**src/hw/rtl/acd_pkg.sv**
```systemverilog
// shared types, constants and character helpers for the ascii can command decoder
`default_nettype none

package acd_pkg;

  localparam int unsigned LINE_BYTES = 40;
  localparam int unsigned LB_AW      = $clog2(LINE_BYTES);
  localparam int unsigned CW         = 8;

  localparam logic [7:0] CH_CR   = 8'h0D;
  localparam logic [7:0] CH_BELL = 8'h07;
  localparam logic [7:0] CH_ZERO = 8'h30;
  localparam logic [7:0] CH_S    = 8'h53;
  localparam logic [7:0] CH_LT   = 8'h74;
  localparam logic [7:0] CH_UT   = 8'h54;
  localparam logic [7:0] CH_LR   = 8'h72;
  localparam logic [7:0] CH_UR   = 8'h52;
  localparam logic [7:0] CH_UM   = 8'h4D;
  localparam logic [7:0] CH_LM   = 8'h6D;
  localparam logic [7:0] CH_LS   = 8'h73;
  localparam logic [7:0] CH_O    = 8'h4F;
  localparam logic [7:0] CH_L    = 8'h4C;
  localparam logic [7:0] CH_C    = 8'h43;
  localparam logic [7:0] CH_F    = 8'h46;
  localparam logic [7:0] CH_N    = 8'h4E;
  localparam logic [7:0] CH_V    = 8'h56;
  localparam logic [7:0] CH_Z    = 8'h5A;

  localparam logic CFG_HW_VERSION = 1'b0;
  localparam logic CFG_FW_VERSION = 1'b1;

  typedef enum logic [2:0] {
    K_CHAR,
    K_FRAME,
    K_RATE,
    K_OPEN_N,
    K_OPEN_L,
    K_STAMP
  } kind_e;

  typedef enum logic [3:0] {
    OP_NONE,
    OP_RATE,
    OP_FRAME,
    OP_OPEN_N,
    OP_OPEN_L,
    OP_STAMP,
    OP_FLAGS,
    OP_SERIAL,
    OP_VERSION
  } op_e;

  typedef enum logic [1:0] {
    ST_IDLE,
    ST_WALK,
    ST_EVAL,
    ST_EMIT
  } state_e;

  typedef struct packed {
    logic             clear;
    logic             valid;
    logic [LB_AW-1:0] idx;
    logic [7:0]       ch;
    logic             ext;
  } acc_cmd_t;

  function automatic logic [3:0] nibble_of(logic [7:0] c);
    logic [3:0] v;
    v = 4'd0;
    if (c >= 8'h30 && c <= 8'h39) begin
      v = c[3:0];
    end else if ((c >= 8'h41 && c <= 8'h46) || (c >= 8'h61 && c <= 8'h66)) begin
      v = c[3:0] + 4'd9;
    end
    return v;
  endfunction

  function automatic logic [7:0] hex_char(logic [3:0] v);
    logic [7:0] c;
    if (v < 4'd10) begin
      c = {4'h3, v};
    end else begin
      c = 8'h37 + {4'h0, v};
    end
    return c;
  endfunction

endpackage

`default_nettype wire

```
**src/hw/rtl/acd_line_buf.sv**
```systemverilog
// line store memory with fill count and registered read port
`default_nettype none

module acd_line_buf
  import acd_pkg::*;
(
  input  wire logic             clk_i,
  input  wire logic             rst_ni,
  input  wire logic             push_i,
  input  wire logic             clear_i,
  input  wire logic [7:0]       wr_data_i,
  input  wire logic             rd_en_i,
  input  wire logic [LB_AW-1:0] rd_addr_i,
  output logic      [7:0]       rd_data_o,
  output logic      [LB_AW-1:0] count_o
);

  logic [7:0]       mem_q [LINE_BYTES];
  logic [7:0]       rd_data_q;
  logic [LB_AW-1:0] count_q, count_d;

  always_comb begin
    count_d = count_q;
    if (clear_i) begin
      count_d = '0;
    end else if (push_i) begin
      if (count_q == LB_AW'(LINE_BYTES - 1)) begin
        count_d = '0;
      end else begin
        count_d = count_q + 1'b1;
      end
    end
  end

  always_ff @(posedge clk_i or negedge rst_ni) begin
    if (!rst_ni) begin
      count_q <= '0;
    end else begin
      count_q <= count_d;
    end
  end

  always_ff @(posedge clk_i) begin
    if (push_i) begin
      mem_q[count_q] <= wr_data_i;
    end
    if (rd_en_i) begin
      rd_data_q <= mem_q[rd_addr_i];
    end
  end

  assign rd_data_o = rd_data_q;
  assign count_o   = count_q;

endmodule

`default_nettype wire

```
**src/hw/rtl/acd_field_acc.sv**
```systemverilog
// shared nibble shift unit that gathers identifier and data digits
`default_nettype none

module acd_field_acc
  import acd_pkg::*;
(
  input  wire logic     clk_i,
  input  wire acc_cmd_t cmd_i,
  output logic [31:0]   id_o,
  output logic [63:0]   data_o
);

  logic [31:0]   id_q;
  logic [63:0]   data_q;
  logic [CW-1:0] idx_w, dp_w, k_w;
  logic [3:0]    nib_w;

  always_comb begin
    idx_w = CW'(cmd_i.idx);
    dp_w  = cmd_i.ext ? 8'd9 : 8'd4;
    k_w   = idx_w - dp_w - 8'd1;
    nib_w = nibble_of(cmd_i.ch);
  end

  always_ff @(posedge clk_i) begin
    if (cmd_i.clear) begin
      id_q   <= '0;
      data_q <= '0;
    end else if (cmd_i.valid) begin
      if (idx_w >= 8'd1 && idx_w < dp_w) begin
        id_q <= {id_q[27:0], nib_w};
      end else if (idx_w > dp_w && k_w < 8'd16) begin
        data_q[{4'd15 - k_w[3:0], 2'b00} +: 4] <= nib_w;
      end
    end
  end

  assign id_o   = id_q;
  assign data_o = data_q;

endmodule

`default_nettype wire

```
**src/hw/rtl/ascii_can_command_decoder_core.sv**
```systemverilog
// ascii can command decoder top: line gathering, command sequencer, result register
// an ordinary character is stored and the next one can be taken every clock while idle
// a carriage return ending a line starts the store walk
// (one memory read a cycle through the nibble unit, then the read pipeline drains), a
// decode step, then one result a cycle (up to six) while the output register is free
// reset (async, active low) clears count, channel flags, sequencer; versions reset to 0x10
`default_nettype none

module ascii_can_command_decoder_core
  import acd_pkg::*;
(
  input  wire logic        clk_i,
  input  wire logic        rst_ni,
  input  wire logic        in_valid_i,
  output logic             in_stall_o,
  input  wire logic [7:0]  rx_char_i,
  input  wire logic        tx_full_i,
  output logic             out_valid_o,
  input  wire logic        out_stall_i,
  output logic      [2:0]  kind_o,
  output logic      [7:0]  out_char_o,
  output logic      [31:0] frame_id_o,
  output logic             frame_extended_o,
  output logic             frame_remote_o,
  output logic      [3:0]  frame_length_o,
  output logic      [63:0] frame_data_o,
  output logic      [2:0]  rate_index_o,
  output logic             last_o,
  input  wire logic        cfg_valid_i,
  output logic             cfg_ready_o,
  input  wire logic [0:0]  cfg_index_i,
  input  wire logic [7:0]  cfg_data_i
);

  state_e           state_q, state_d;
  logic [LB_AW-1:0] len_q, ptr_q, pidx_q, count_w;
  logic             tx_q, pv_q, open_q, rate_q;
  logic [7:0]       cmd_q, c1_q, dlc_ch_q, rd_data_w;
  logic [7:0]       hw_q, fw_q;
  op_e              op_q, op_w;
  logic             ok_q, ok_w;
  logic [2:0]       seq_q;
  logic [2:0]       rate_idx_q;
  logic [3:0]       dlc_q;
  logic             ext_q, rtr_q;

  logic             in_fire_w, start_w, push_w, issue_w, load_w;
  logic             ext_w, rtr_w, frame_ok_w;
  logic [CW-1:0]    len_w, d_w, dlc_w, dp_w;
  logic [31:0]      id_w;
  logic [63:0]      data_w;
  acc_cmd_t         acc_cmd_w;

  kind_e            r_kind;
  logic [7:0]       r_char;
  logic             r_last;

  logic             out_valid_q;
  kind_e            kind_q;
  logic [7:0]       char_q;
  logic [31:0]      id_q;
  logic             oext_q, ortr_q, last_q;
  logic [3:0]       olen_q;
  logic [63:0]      odata_q;
  logic [2:0]       orate_q;

  acd_line_buf u_line_buf (
    .clk_i     (clk_i),
    .rst_ni    (rst_ni),
    .push_i    (push_w),
    .clear_i   (start_w),
    .wr_data_i (rx_char_i),
    .rd_en_i   (issue_w),
    .rd_addr_i (ptr_q),
    .rd_data_o (rd_data_w),
    .count_o   (count_w)
  );

  acd_field_acc u_field_acc (
    .clk_i  (clk_i),
    .cmd_i  (acc_cmd_w),
    .id_o   (id_w),
    .data_o (data_w)
  );

  // command decode on gathered fields
  always_comb begin
    ext_w = (cmd_q == CH_UT) || (cmd_q == CH_UR);
    rtr_w = (cmd_q == CH_LR) || (cmd_q == CH_UR);
    len_w = CW'(len_q);
    d_w   = c1_q - CH_ZERO;
    dlc_w = dlc_ch_q - CH_ZERO;
    dp_w  = ext_w ? 8'd9 : 8'd4;
    frame_ok_w = open_q && (len_w >= dp_w + 8'd1) && (dlc_w <= 8'd8) &&
                 (rtr_w ? (len_w == dp_w + 8'd1)
                        : (len_w == {dlc_w[6:0], 1'b0} + dp_w + 8'd1)) &&
                 !tx_q;
    op_w = OP_NONE;
    ok_w = 1'b1;
    unique case (cmd_q)
      CH_S: begin
        if (len_w == 8'd2 && !open_q && d_w <= 8'd8 && d_w != 8'd7) begin
          op_w = OP_RATE;
        end else begin
          ok_w = 1'b0;
        end
      end
      CH_LT, CH_UT, CH_LR, CH_UR: begin
        if (frame_ok_w) begin
          op_w = OP_FRAME;
        end else begin
          ok_w = 1'b0;
        end
      end
      CH_UM, CH_LM, CH_LS: begin
        ok_w = 1'b0;
      end
      CH_O, CH_L: begin
        if (!open_q && rate_q) begin
          op_w = (cmd_q == CH_O) ? OP_OPEN_N : OP_OPEN_L;
        end else begin
          ok_w = 1'b0;
        end
      end
      CH_C: begin
        ok_w = open_q;
      end
      CH_F: begin
        op_w = OP_FLAGS;
      end
      CH_N: begin
        op_w = OP_SERIAL;
      end
      CH_V: begin
        op_w = OP_VERSION;
      end
      CH_Z: begin
        if (!open_q && len_w == 8'd2) begin
          op_w = OP_STAMP;
        end else begin
          ok_w = 1'b0;
        end
      end
      default: begin
      end
    endcase
  end

  // result of the current sequence step
  always_comb begin
    r_kind = K_CHAR;
    r_char = ok_q ? CH_CR : CH_BELL;
    r_last = 1'b1;
    unique case (op_q)
      OP_RATE, OP_FRAME, OP_OPEN_N, OP_OPEN_L, OP_STAMP: begin
        if (seq_q == 3'd0) begin
          r_last = 1'b0;
          unique case (op_q)
            OP_RATE:   r_kind = K_RATE;
            OP_FRAME:  r_kind = K_FRAME;
            OP_OPEN_N: r_kind = K_OPEN_N;
            OP_OPEN_L: r_kind = K_OPEN_L;
            default:   r_kind = K_STAMP;
          endcase
        end
      end
      OP_FLAGS: begin
        if (seq_q < 3'd2) begin
          r_last = 1'b0;
          r_char = CH_ZERO;
        end
      end
      OP_SERIAL: begin
        if (seq_q == 3'd0) begin
          r_last = 1'b0;
          r_char = CH_N;
        end else if (seq_q < 3'd5) begin
          r_last = 1'b0;
          r_char = CH_ZERO;
        end
      end
      OP_VERSION: begin
        r_last = (seq_q >= 3'd5);
        unique case (seq_q)
          3'd0:    r_char = CH_V;
          3'd1:    r_char = hex_char(hw_q[7:4]);
          3'd2:    r_char = hex_char(hw_q[3:0]);
          3'd3:    r_char = hex_char(fw_q[7:4]);
          3'd4:    r_char = hex_char(fw_q[3:0]);
          default: r_char = CH_CR;
        endcase
      end
      default: begin
      end
    endcase
  end

  // next state
  always_comb begin
    state_d = state_q;
    unique case (state_q)
      ST_IDLE: begin
        if (start_w) begin
          state_d = ST_WALK;
        end
      end
      ST_WALK: begin
        if (!issue_w && !pv_q) begin
          state_d = ST_EVAL;
        end
      end
      ST_EVAL: begin
        state_d = ST_EMIT;
      end
      ST_EMIT: begin
        if (load_w && r_last) begin
          state_d = ST_IDLE;
        end
      end
      default: begin
        state_d = ST_IDLE;
      end
    endcase
  end

  // sequencer outputs
  always_comb begin
    in_stall_o = (state_q != ST_IDLE);
    in_fire_w  = in_valid_i && !in_stall_o;
    push_w     = in_fire_w && (rx_char_i != CH_CR);
    start_w    = in_fire_w && (rx_char_i == CH_CR) && (count_w != '0);
    issue_w    = (state_q == ST_WALK) && (ptr_q < len_q);
    load_w     = (state_q == ST_EMIT) && (!out_valid_q || !out_stall_i);
    acc_cmd_w.clear = start_w;
    acc_cmd_w.valid = pv_q;
    acc_cmd_w.idx   = pidx_q;
    acc_cmd_w.ch    = rd_data_w;
    acc_cmd_w.ext   = ext_w;
  end

  always_ff @(posedge clk_i or negedge rst_ni) begin
    if (!rst_ni) begin
      state_q     <= ST_IDLE;
      pv_q        <= 1'b0;
      ptr_q       <= '0;
      seq_q       <= '0;
      open_q      <= 1'b0;
      rate_q      <= 1'b0;
      out_valid_q <= 1'b0;
      hw_q        <= 8'h10;
      fw_q        <= 8'h10;
    end else begin
      state_q <= state_d;
      pv_q    <= issue_w;
      if (start_w) begin
        ptr_q <= '0;
      end else if (issue_w) begin
        ptr_q <= ptr_q + 1'b1;
      end
      if (state_q == ST_EVAL) begin
        seq_q <= '0;
        if (op_w == OP_RATE) begin
          rate_q <= 1'b1;
        end
        if (op_w == OP_OPEN_N || op_w == OP_OPEN_L) begin
          open_q <= 1'b1;
        end
        if (cmd_q == CH_C && open_q) begin
          open_q <= 1'b0;
        end
      end else if (load_w) begin
        seq_q <= seq_q + 1'b1;
      end
      if (load_w) begin
        out_valid_q <= 1'b1;
      end else if (!out_stall_i) begin
        out_valid_q <= 1'b0;
      end
      if (cfg_valid_i) begin
        if (cfg_index_i == CFG_HW_VERSION) begin
          hw_q <= cfg_data_i;
        end else begin
          fw_q <= cfg_data_i;
        end
      end
    end
  end

  always_ff @(posedge clk_i) begin
    if (start_w) begin
      len_q <= count_w;
      tx_q  <= tx_full_i;
    end
    pidx_q <= ptr_q;
    if (pv_q) begin
      if (pidx_q == '0) begin
        cmd_q <= rd_data_w;
      end
      if (pidx_q == LB_AW'(1)) begin
        c1_q <= rd_data_w;
      end
      if (CW'(pidx_q) == dp_w) begin
        dlc_ch_q <= rd_data_w;
      end
    end
    if (state_q == ST_EVAL) begin
      op_q       <= op_w;
      ok_q       <= ok_w;
      rate_idx_q <= (d_w == 8'd8) ? 3'd7 : d_w[2:0];
      dlc_q      <= dlc_w[3:0];
      ext_q      <= ext_w;
      rtr_q      <= rtr_w;
    end
    if (load_w) begin
      kind_q  <= r_kind;
      char_q  <= (r_kind == K_CHAR) ? r_char : 8'h00;
      id_q    <= (r_kind == K_FRAME) ? id_w : 32'h0;
      oext_q  <= (r_kind == K_FRAME) && ext_q;
      ortr_q  <= (r_kind == K_FRAME) && rtr_q;
      olen_q  <= (r_kind == K_FRAME) ? dlc_q : 4'h0;
      odata_q <= (r_kind == K_FRAME && !rtr_q) ? data_w : 64'h0;
      orate_q <= (r_kind == K_RATE) ? rate_idx_q : 3'h0;
      last_q  <= r_last;
    end
  end

  assign cfg_ready_o      = 1'b1;
  assign out_valid_o      = out_valid_q;
  assign kind_o           = kind_q;
  assign out_char_o       = char_q;
  assign frame_id_o       = id_q;
  assign frame_extended_o = oext_q;
  assign frame_remote_o   = ortr_q;
  assign frame_length_o   = olen_q;
  assign frame_data_o     = odata_q;
  assign rate_index_o     = orate_q;
  assign last_o           = last_q;

`ifndef SYNTHESIS
  a_walk_ptr_bound: assert property (@(posedge clk_i) disable iff (!rst_ni)
    (state_q == ST_WALK) |-> (ptr_q <= len_q))
    else $error("walk pointer beyond line length");

  a_line_end_walks: assert property (@(posedge clk_i) disable iff (!rst_ni)
    start_w |=> (state_q == ST_WALK))
    else $error("line end did not start the store walk");

  a_frame_needs_open: assert property (@(posedge clk_i) disable iff (!rst_ni)
    (state_q == ST_EMIT && out_valid_q && kind_q == K_FRAME) |-> open_q)
    else $error("frame sent while channel closed");

  a_last_ends_emit: assert property (@(posedge clk_i) disable iff (!rst_ni)
    (load_w && r_last) |=> (state_q == ST_IDLE && out_valid_q && last_q))
    else $error("final result did not close the sequence");
`endif

endmodule

`default_nettype wire
```
**config.mk**
```make
export PLATFORM = sky130hd
export DESIGN_NAME = ascii_can_command_decoder_core
export DESIGN_NICKNAME = d
export VERILOG_FILES = /design/src/hw/rtl/acd_pkg.sv /design/src/hw/rtl/acd_line_buf.sv /design/src/hw/rtl/acd_field_acc.sv /design/src/hw/rtl/ascii_can_command_decoder_core.sv
export SDC_FILE = /design/constraint.sdc
export NUM_CORES = 1
export LEC_CHECK = 0
export ABC_AREA = 1
export BUFFER_PORTS_ARGS = -buffer_cell sky130_fd_sc_hd__buf_2
export CORE_MARGIN = 2
export CORE_UTILIZATION = 53
export CTS_BUF_LIST = sky130_fd_sc_hd__clkbuf_8
export CTS_CLUSTER_SIZE = 8
export DETAILED_ROUTE_END_ITERATION = 6
export HOLD_SLACK_MARGIN = 0.03
export PLACE_DENSITY = 0.71
export SLEW_MARGIN = 0
export SYNTH_ARGS = -nofsm -noshare
export SYNTH_HDL_FRONTEND = slang
export SYNTH_SLANG_ARGS = --single-unit
```
**constraint.sdc**
```tcl
create_clock -name clk_i -period 5.2 [get_ports clk_i]
set_input_delay 0.26 -clock clk_i [delete_from_list [all_inputs] [get_ports clk_i]]
set_output_delay 0.26 -clock clk_i [all_outputs]
set_load 0.02 [all_outputs]
```
==> impl_metrics.py <==
metrics = {
    "worst_hold_path": {
        "hold_end": "fw_q[4]",
        "hold_depth": 4,
        "hp-class": "input pin to flip-flop",
        "worstHoldStart": "cfg_valid_i",
    },
    "power_and_ir_drop": {
        "p_per_area_nw_per_um2": 534,
        "ir_worst_vdd_mv": 0.279,
        "leakage_nw": 11.6,
    },
    "run_status": {
        "run_status": "complete, no violations",
    },
    "routing": {
        "viasPerCell": 5.49,
        "drt-pass1-iter-count": 6,
        "route.detailed.drc": 0,
        "ant_nets": 0,
        "vias": 18902,
        "drt-initial-drc-count": 1756,
        "wl_per_cell_um": 17.9,
        "drt-total-wl_mm": 61.5,
    },
    "clock_tree": {
        "post_cts_buffers": 0,
        "cts_made_buffers": 98,
        "cts_resized": 0,
        "clk_latency_ps": 690,
        "htreeDepth": 3,
        "hold_buffers": 11,
        "cts_tree": "done",
        "clockBufferDepth": 3,
        "root_buffer": "clkbuf_8",
        "clk_pin_slew_ps": 60,
        "clkSinkCount": 628,
    },
    "sta": {
        "clock_skew_ps": 28.2,
        "period_minus_slack_ps": 4010,
        "final_max_slew_viol_count": 0,
        "fin_crit_sh_pct": 77.1,
        "slew_headroom_pct": 13.7,
        "worst_pin_slew_ps": 1290,
        "report.final.hold_viol_count": 0,
        "fin_setup_tns_ps": 0,
        "max_clock_freq_mhz": 250,
        "setup_violations": 0,
        "rsz0062_at_grt": "false",
    },
    "place": {
        "dp_cells": 3250,
        "gp_congestion": 0.893,
        "placed_area_um2": 27800,
        "hpwl_mm": 39.2,
        "port_buffers": 140,
    },
    "grt": {
        "grt_pass1_vias": 18241,
        "gr-usage-all-layers_pct": 24.1,
        "grt_start_max_net_pins": 97,
        "grt_remaining_overflow": 0,
        "antenna_found_initial": 0,
        "grt_pass1_wl_mm": 96.4,
    },
    "worst_setup_path": {
        "crit_type": "flip-flop to flip-flop",
        "reg2reg_to": "u_field_acc.data_o[22]",
        "worstPathRequired_ps": 5780,
        "cp-end-kind": "flip-flop",
        "reg2reg_depth": 18,
        "regToRegSetupSlack_ps": 1190,
        "reg2reg_from": "cmd_q[3]",
        "worstPathArrival_ps": 4580,
        "startpoint": "cmd_q[3]",
        "cp_max_fo": 20,
        "worstSetupStartpointType": "flip-flop",
    },
    "synth": {
        "ys_warn_count": 0,
        "synth_top_area_share_pct": 55.4,
        "ys.flop_type": "edfxtp_1",
        "synthCells": 2527,
        "synth_top_area_cell": "edfxtp_1",
        "ys_ff_latch": 628,
        "syn_nets": 2588,
        "synth_area_leaders": "edfxtp_1 55%, dfxtp_1 7.7%, nor2_1 7.2%",
        "yosys-top-cells-count": "506 x nor2_1, 489 x edfxtp_1, 297 x nand2_1, 258 x o21ai_0, 256 x inv_1",
        "synth_edf_count": 489,
        "syn_area_um2": 26500,
        "synth_cell_type_count": 56,
        "async_flop_share_pct": 5.89,
        "yosysSeqAreaShare_pct": 66.6,
        "syn_area_per_cell_um2": 10.5,
        "synth.most_common_cell": "nor2_1",
    },
    "cells_and_area": {
        "final_util_pct": 60.3,
        "antennaDiodeCount": 0,
        "finalInstanceArea_um2": 29600,
        "fin_nets": 2758,
        "finalNonFillerCells": 3440,
        "nFillCells": 4017,
        "areaGrowthSynthToFinish_pct": 11.8,
        "layout-drive-gt1-share_pct": 11.6,
    },
    "floorplan": {
        "start_util_pct": 53.9,
        "coreArea_um2": 49200,
        "dieHeight_um": 228,
        "ios": 143,
        "rows": 81,
        "dieWidth_um": 228,
        "die-area_um2": 51800,
    },
    "flow_run": {
        "drv_cap": 0,
    },
}
sequential cells by signal, indices dropped and copies added (netlist names), 7 cells and up:
signal and cells:
frame_id_o 32, frame_data_o 64, cmd_q 8, u_field_acc.data_o 64, dlc_ch_q 8, fw_q 8
u_line_buf.mem_q 320, hw_q 8, out_char_o 7, c1_q 8, u_line_buf.rd_data_o 8, u_field_acc.id_o 32
cell families after synthesis:
kind of cell | after synthesis | synth area share [%]
AND/OR/NAND/NOR | 1012 | 15.9
flip-flops | 628 | 66.6
AO/OA/AOI/OAI | 470 | 10.0
buffers and inverters | 370 | 5.39
adder cells (fa/ha/maj) | 38 | 1.79
XOR/XNOR | 7 | 0.231
other | 2 | 0.0283
worst max-delay path by stage:
| stage | cells past startpoint | end | slack, ps |
|---|---|---|---|
| floorplan | 8 | state_q[0] | 1590 |
| global placement | 8 | ptr_q[0] | 1450 |
| detailed placement | 18 | u_field_acc.data_o[22] | 1240 |
| CTS | 18 | u_field_acc.data_o[22] | 1230 |
| global route | 18 | u_field_acc.data_o[30] | 770 |
| finish | 18 | u_field_acc.data_o[22] | 1190 |
cell usage in the layout (no fill, tap or decap), types with 3 or more instances in the layout:
cell	instances
ha_1	38
a21oi_1	85
dfxtp_1	102
nand2_1	296
clkbuf_8	104
o22ai_1	48
a211oi_1	5
a31oi_1	4
nor3_2	3
nand2_2	12
o21ai_0	258
nor2_1	506
nand3_1	109
inv_2	7
edfxtp_1	489
buf_4	18
inv_1	310
nor3_1	18
xor2_1	6
nand2_4	3
buf_2	140
dfrtp_1	33
nand3b_1	3
o211ai_1	18
dlygate4sd3_1	11
clkinv_2	8
nor2_2	9
nand4_1	31
clkinv_1	17
nor4_1	9
o221ai_1	34
where the power goes:
part,switching [mW],total (mW),internal [mW]
sequential,0.553,7.04,6.49
clock,1.83,3.67,1.84
combinational,3.71,5.11,1.40
worst max-delay path, cell delays in order, from the launching register on:
cell	delay, ps
edfxtp_1	450
nor2_1	210
nand2_1	90
nand2_2	130
nand2_4	110
inv_1	130
ha_1	180
ha_1	280
ha_1	250
inv_1	90
nand3_1	90
nand2_1	120
nand3_1	80
nand2_1	100
nand2_2	180
nor2_1	1030
nand3_1	190
nand2_1	130
nor2_1	70
layout make-up:
class | instances | area [um2] | share of cell area, %
clock buffer | 104 | 1430 | 4.83
tap | 664 | 831 | 2.80
multi-input combinational | 1529 | 7440 | 25.1
sequential | 628 | 17700 | 59.6
clock inverter | 75 | 299 | 1.01
inverter | 270 | 1020 | 3.43
timing repair buffer | 170 | 966 | 3.26
layer usage:
layer | part of all wire [%] | GRT usage [%] | up-vias | routed length (um)
met4 | 3.1 | 9.57 | 0 | 1910
met3 | 7.8 | 4.90 | 136 | 4820
met5 | 0 | 0 | - | 0
met2 | 48 | 39.3 | 734 | 29300
met1 | 41 | 31.8 | 8969 | 25500
li1 | - | - | 9063 | -
per-stage QoR:
stage | hold slack (ps) | total power [mW] | setup slack, ps
floorplan | -35.6 | 10.6 | 1590
global placement | 438 | 12.1 | 1450
detailed placement | 443 | 12.2 | 1240
CTS | 119 | 15.9 | 1230
global route | 177 | 16.8 | 772
finish | 177 | 15.8 | 1190
(Power assumes the default switching activity.)
